## src/design/trcs_pkg.sv

```systemverilog
`timescale 1ns / 1ps
`default_nettype none

package trcs_pkg;

  localparam int RING_MAX = 4;
  localparam int LINKS_PER_NODE = 6;
  localparam int MAX_HOPS = 3;
  localparam int COORD_W = 2;
  localparam int NODE_W = 3 * COORD_W;
  localparam int NODE_COUNT = RING_MAX * RING_MAX * RING_MAX;
  localparam int SLOT_COUNT = NODE_COUNT * LINKS_PER_NODE;
  localparam int SLOT_W = $clog2(SLOT_COUNT);
  localparam int USAGE_W = 16;
  localparam int COST_W = 28;
  localparam int PROD_W = USAGE_W + 8;

  localparam logic [USAGE_W-1:0] USAGE_FULL = 16'hFFFF;
  localparam logic [2:0] LINK_LAST = 3'd5;
  localparam logic [2:0] SIZE_CAP = 3'd4;
  localparam logic [SLOT_W-1:0] SLOT_LAST = SLOT_W'(SLOT_COUNT - 1);

  typedef struct packed {
    logic       kind;
    logic [1:0] src_x;
    logic [1:0] src_y;
    logic [1:0] src_z;
    logic [1:0] dst_x;
    logic [1:0] dst_y;
    logic [1:0] dst_z;
  } route_in_t;

  typedef struct packed {
    logic              routed;
    logic [1:0]        hop_count;
    logic [2:0]        hop_first;
    logic [2:0]        hop_second;
    logic [2:0]        hop_third;
    logic [COST_W-1:0] route_cost;
  } route_out_t;

  // index 0 is x, 1 is y, 2 is z
  typedef logic [2:0][COORD_W-1:0] coord_t;

  typedef enum logic [3:0] {
    S_CLEAR,
    S_IDLE,
    S_CAND,
    S_HOP_START,
    S_HOP_RUN,
    S_DONE,
    S_NEXT,
    S_UPD_RD,
    S_UPD_WR,
    S_OUT
  } state_t;

  typedef enum logic [2:0] {
    REG_RING_X      = 3'd0,
    REG_RING_Y      = 3'd1,
    REG_RING_Z      = 3'd2,
    REG_LINK_COST   = 3'd3,
    REG_USAGE_WT    = 3'd4,
    REG_RING_CHANGE = 3'd5
  } reg_idx_t;

  typedef struct packed {
    logic clr;
    logic mul_en;
    logic acc_en;
  } mac_ctrl_t;

  function automatic logic [NODE_W-1:0] node_of(coord_t c);
    return {c[2], c[1], c[0]};
  endfunction

  function automatic logic [SLOT_W-1:0] slot_of(coord_t c, logic [2:0] link);
    logic [SLOT_W-1:0] n;
    n = SLOT_W'(node_of(c));
    return (n << 2) + (n << 1) + SLOT_W'(link);
  endfunction

  function automatic coord_t with_axis(coord_t c, logic [1:0] axis, logic [COORD_W-1:0] v);
    coord_t q;
    q = c;
    case (axis)
      2'd0:    q[0] = v;
      2'd1:    q[1] = v;
      2'd2:    q[2] = v;
      default: q = c;
    endcase
    return q;
  endfunction

  function automatic logic [2:0] ring_len(logic [2:0] size);
    return (size > SIZE_CAP) ? SIZE_CAP : size;
  endfunction

endpackage

`default_nettype wire

```

## src/design/trcs_cost_mac.sv

```systemverilog
`timescale 1ns / 1ps
`default_nettype none

module trcs_cost_mac (
  input  wire logic                        clk,
  input  wire trcs_pkg::mac_ctrl_t          ctrl,
  input  wire logic [trcs_pkg::USAGE_W-1:0] usage,
  input  wire logic [7:0]                   weight,
  input  wire logic [7:0]                   link_cost,
  output logic      [trcs_pkg::COST_W-1:0]  acc
);
  import trcs_pkg::*;

  logic [PROD_W-1:0] prod;

  always_ff @(posedge clk) begin
    if (ctrl.mul_en) begin
      prod <= PROD_W'(usage) * PROD_W'(weight);
    end
    if (ctrl.clr) begin
      acc <= '0;
    end else if (ctrl.acc_en) begin
      acc <= acc + COST_W'(link_cost) + COST_W'(prod);
    end
  end

endmodule

`default_nettype wire

```

## config.mk

```make
export PLATFORM = sky130hd
export DESIGN_NAME = trcs_cost_mac
export DESIGN_NICKNAME = d
export VERILOG_FILES = /design/src/design/trcs_pkg.sv /design/src/design/trcs_cost_mac.sv
export SDC_FILE = /design/constraint.sdc
export NUM_CORES = 1
export LEC_CHECK = 0
export BUFFER_PORTS_ARGS = -buffer_cell sky130_fd_sc_hd__clkbuf_2
export CORE_AREA = 2 2 162 164
export CTS_CLUSTER_SIZE = 28
export DETAILED_ROUTE_END_ITERATION = 10
export DIE_AREA = 0 0 164 166
export GPL_TIMING_DRIVEN = 0
export PLACE_DENSITY_LB_ADDON = 0.1
export SLEW_MARGIN = 40
export SYNTH_ARGS = -nofsm -noshare
export SYNTH_HDL_FRONTEND = slang
export SYNTH_SLANG_ARGS = --single-unit
```

## constraint.sdc

```tcl
create_clock -name clk -period 5.4 [get_ports clk]
set_clock_uncertainty 0.05 [all_clocks]
set_input_delay 1.35 -clock clk [delete_from_list [all_inputs] [get_ports clk]]
set_output_delay 1.35 -clock clk [all_outputs]
set_load 0.05 [all_outputs]
```

==> results_dict.tcl <==
set metrics [dict create \
    status "finished, violations left" \
    violations "setup timing" \
    wl_met3_um 572 \
    worst_slew_pin_slew_ns 0.8185 \
    gr-usage-all-layers_pct 14.50 \
    hp-class "reg -> reg" \
    drt-total-wl_um 19190 \
    syn2layout_area_growth_pct 23.62 \
    r2r_start "prod[1]$_DFFE_PP_" \
    layout.cells.non_filler 1232 \
    synthArstFlopShare_pct 0 \
    fin_crit_ns 5.517 \
    path_buf_inv 4 \
    r2r_slack_ns 2.09 \
    dr.max_layer_used "met4" \
    finalPower_mw 5.059 \
    post-route-util_pct 36.30 \
    dpl.cell_count 1192 \
    insertedDiodeCount 0 \
    max-cap-violations 0 \
    r2r-end "acc[23]$_SDFFE_PP0P_" \
    synthCells 794 \
    dr_wl_met2_um 8472 \
    reg2reg_depth 12 \
    wl_met1_um 9849 \
    syn_area_per_cell_um2 9.472 \
    root_buffer "clkbuf_16" \
    final_area_um2 9298 \
    grt_max_degree 25 \
    gr-total-overflow 0 \
    cpMostUsedCell "fa_1" \
    cts_tree "built" \
    fin_nets 1109 \
    final_cell_mix "inv_1 (110), and2_1 (98), fa_1 (87), ha_1 (71), clkbuf_2 (56)" \
    synth_edf_count 24 \
    placeableCoreArea_um2 25620 \
    wl_per_cell_um 15.58 \
    die_y_um 166 \
    vias 5667 \
    rows 59 \
    clkSinkCount 52 \
    numCtsBuffers 5 \
    fmax_mhz 181.3 \
    pin_count 64 \
    end_kind "register" \
    dr.pass1.iters 4 \
    rsz0062_at_grt "yes" \
    seq_area_frac_synth_pct 17.04 \
    synth.largest_area_cell "fa_1" \
    slew_headroom_pct 45.43 \
    synthFlopType "dfxtp_1" \
    hold_violations 0 \
    path_class "in -> reg" \
    path_depth 17 \
    cp_slowest_cell "fa_1" \
    cts.clk_slew.worst_paths_ns 0.07 \
    crit_end "prod[21]$_DFFE_PP_" \
    initial_core_util_pct 29.36 \
    ys_warn_count 0 \
    crit_start "weight[5]" \
    mostFrequentLayoutCell "inv_1" \
    dieArea_um2 27220 \
    ys_types 64 \
    leakagePower_nw 4.328 \
    drive_gt1_share_pct 21.29 \
    antenna_found_initial 0 \
    required_ns 5.39 \
    drt-initial-drc-count 201 \
    power.density_nw_per_um2 544.2 \
    cp_data_arrival_time_ns 5.51 \
    clockBufferDepth 2 \
    placed_cell_area_um2 8508 \
    crit_family "adder cells" \
    setup_viol 5 \
    drc 0 \
    dp.final_hpwl_um 15490 \
    fin_crit_sh_pct 102.2 \
    grt_pass1_wl_um 31730 \
    routabilityCongestion 0.7938 \
    irDropWorstVdd_mv 0.2463 \
    vias_per_cell 4.600 \
    syn_nets 1007 \
    synth_area_um2 7521 \
    crit_fanout 4 \
    setup_slack_ns -0.1170 \
    drv_slew 0 \
    worstSkewPairLatency_ns 0.30 \
    ant_nets 0 \
    ys_seq_elements 52 \
    io_buffer_count 63 \
    htreeDepth 2 \
    grt_pass1_vias 5853 \
    worstSetupStartpointType "input pin" \
    yosysTopAreaCellShare_pct 24.75 \
    fill_cells 2673 \
    slowest_delay_ns 0.53 \
    chipWidth_um 164 \
    cp_cell_sequence "clkbuf_16 > buf_6 > and2_4 > fa_1 > fa_1 > fa_1 > inv_1 > fa_1 > inv_2 > ha_4 > and3_4 > a311oi_4 > a211o_1 > a21oi_4 > a2111oi_4 > a41oi_2 > o311ai_2" \
    synthTopCellsByArea "fa_1 (25%), ha_1 (14%), edfxtp_1 (9.6%), and2_1 (9.3%), dfxtp_1 (7.5%)" \
    dp_slack_ns -0.7014 \
]
## kinds of logic (layout without fill, tap and decap cells)
logic type	count (synthesis)	count (layout)	synth area share, %
AO/OA/AOI/OAI	143	143	14.56
adder cells (fa/ha/maj)	177	177	38.73
flip-flops	52	52	17.04
multiplexers	9	9	1.214
AND/OR/NAND/NOR	244	244	17.75
buffers and inverters	135	238	6.754
XOR/XNOR	34	34	3.959
## Yosys cell counts, types with 4 or more instances
master and number:
o21bai_1 5, a211oi_1 5, fa_1 93, nor2b_1 5, o21ai_0 17, nor3_1 6
nand2b_1 12, xor2_1 12, o21a_1 7, a21oi_2 5, o22ai_1 6, ha_1 84
inv_1 118, a211o_1 6, edfxtp_1 24, a21oi_1 31, nor2_1 42, nand2_1 35
and2_1 112, and3_1 5, clkbuf_1 16, dfxtp_1 28, mux2i_1 8, nand4_1 4
nand3_1 8, a21o_1 20, xnor2_1 22
## layout make-up
type	instances	area [um2]	area share, %
multi-input cells	607	6077	65.36
flip-flops and latches	52	1281	13.78
repair buffers	97	735.7	7.913
inverters	118	442.9	4.764
well taps	335	419.2	4.508
plain buffers	15	173.9	1.871
clock buffers	5	125.1	1.346
clock inverters	3	42.54	0.4575
## tightest hold or removal path: cells and delay by family (launching register included)
kind | cells | cell delay (ns)
flops | 1 | 0.32
compound gates | 2 | 0.13
## where the power goes
| part | total (mW) | switching (mW) | internal [mW] |
|---|---|---|---|
| combinational | 3.95 | 2.17 | 1.79 |
| clock | 0.370 | 0.152 | 0.218 |
| sequential | 0.736 | 0.0973 | 0.639 |
| total | 5.06 | 2.42 | 2.64 |
## state kept, by name (all words and copies together), names as in the netlist
name	count
acc	28
prod	24
## per-stage QoR
stage | hold WS, ns | TNS, ns
floorplan | 0.6060 | -0.07918
global placement | 0.4245 | -4.440
detailed placement | 0.4369 | -4.141
CTS | 0.4472 | -0.1762
global route | 0.4748 | -1.318
finish | 0.4457 | -0.4800
## worst min path at each step
stage	start	end	slack, ns	cells after the start
2_1_floorplan	prod[0]$_DFFE_PP_	acc[0]$_SDFFE_PP0P_	0.61	3
3_3_place_gp	acc[27]$_SDFFE_PP0P_	acc[27]$_SDFFE_PP0P_	0.42	2
3_5_place_dp	acc[27]$_SDFFE_PP0P_	acc[27]$_SDFFE_PP0P_	0.44	2
4_1_cts	acc[27]$_SDFFE_PP0P_	acc[27]$_SDFFE_PP0P_	0.45	2
5_1_grt	acc[0]$_SDFFE_PP0P_	acc[0]$_SDFFE_PP0P_	0.47	2
6_report	acc[27]$_SDFFE_PP0P_	acc[27]$_SDFFE_PP0P_	0.45	2
## routing by layer
layer / up-vias / GRT usage [%]
met2: 91 / 23.26
li1: 2841 / -
met4: 0 / 2.593
met3: 13 / 1.199
met5: - / 0
met1: 2722 / 21.48
## what timing repair did
action	CTS	global route
buffers inserted	14	18
pin swaps	20	35
setup endpoints to repair	7	7
cloned	0	2
resized for setup	34	42
hold buffers	0	0
Power figures use the tool's default switching activity.
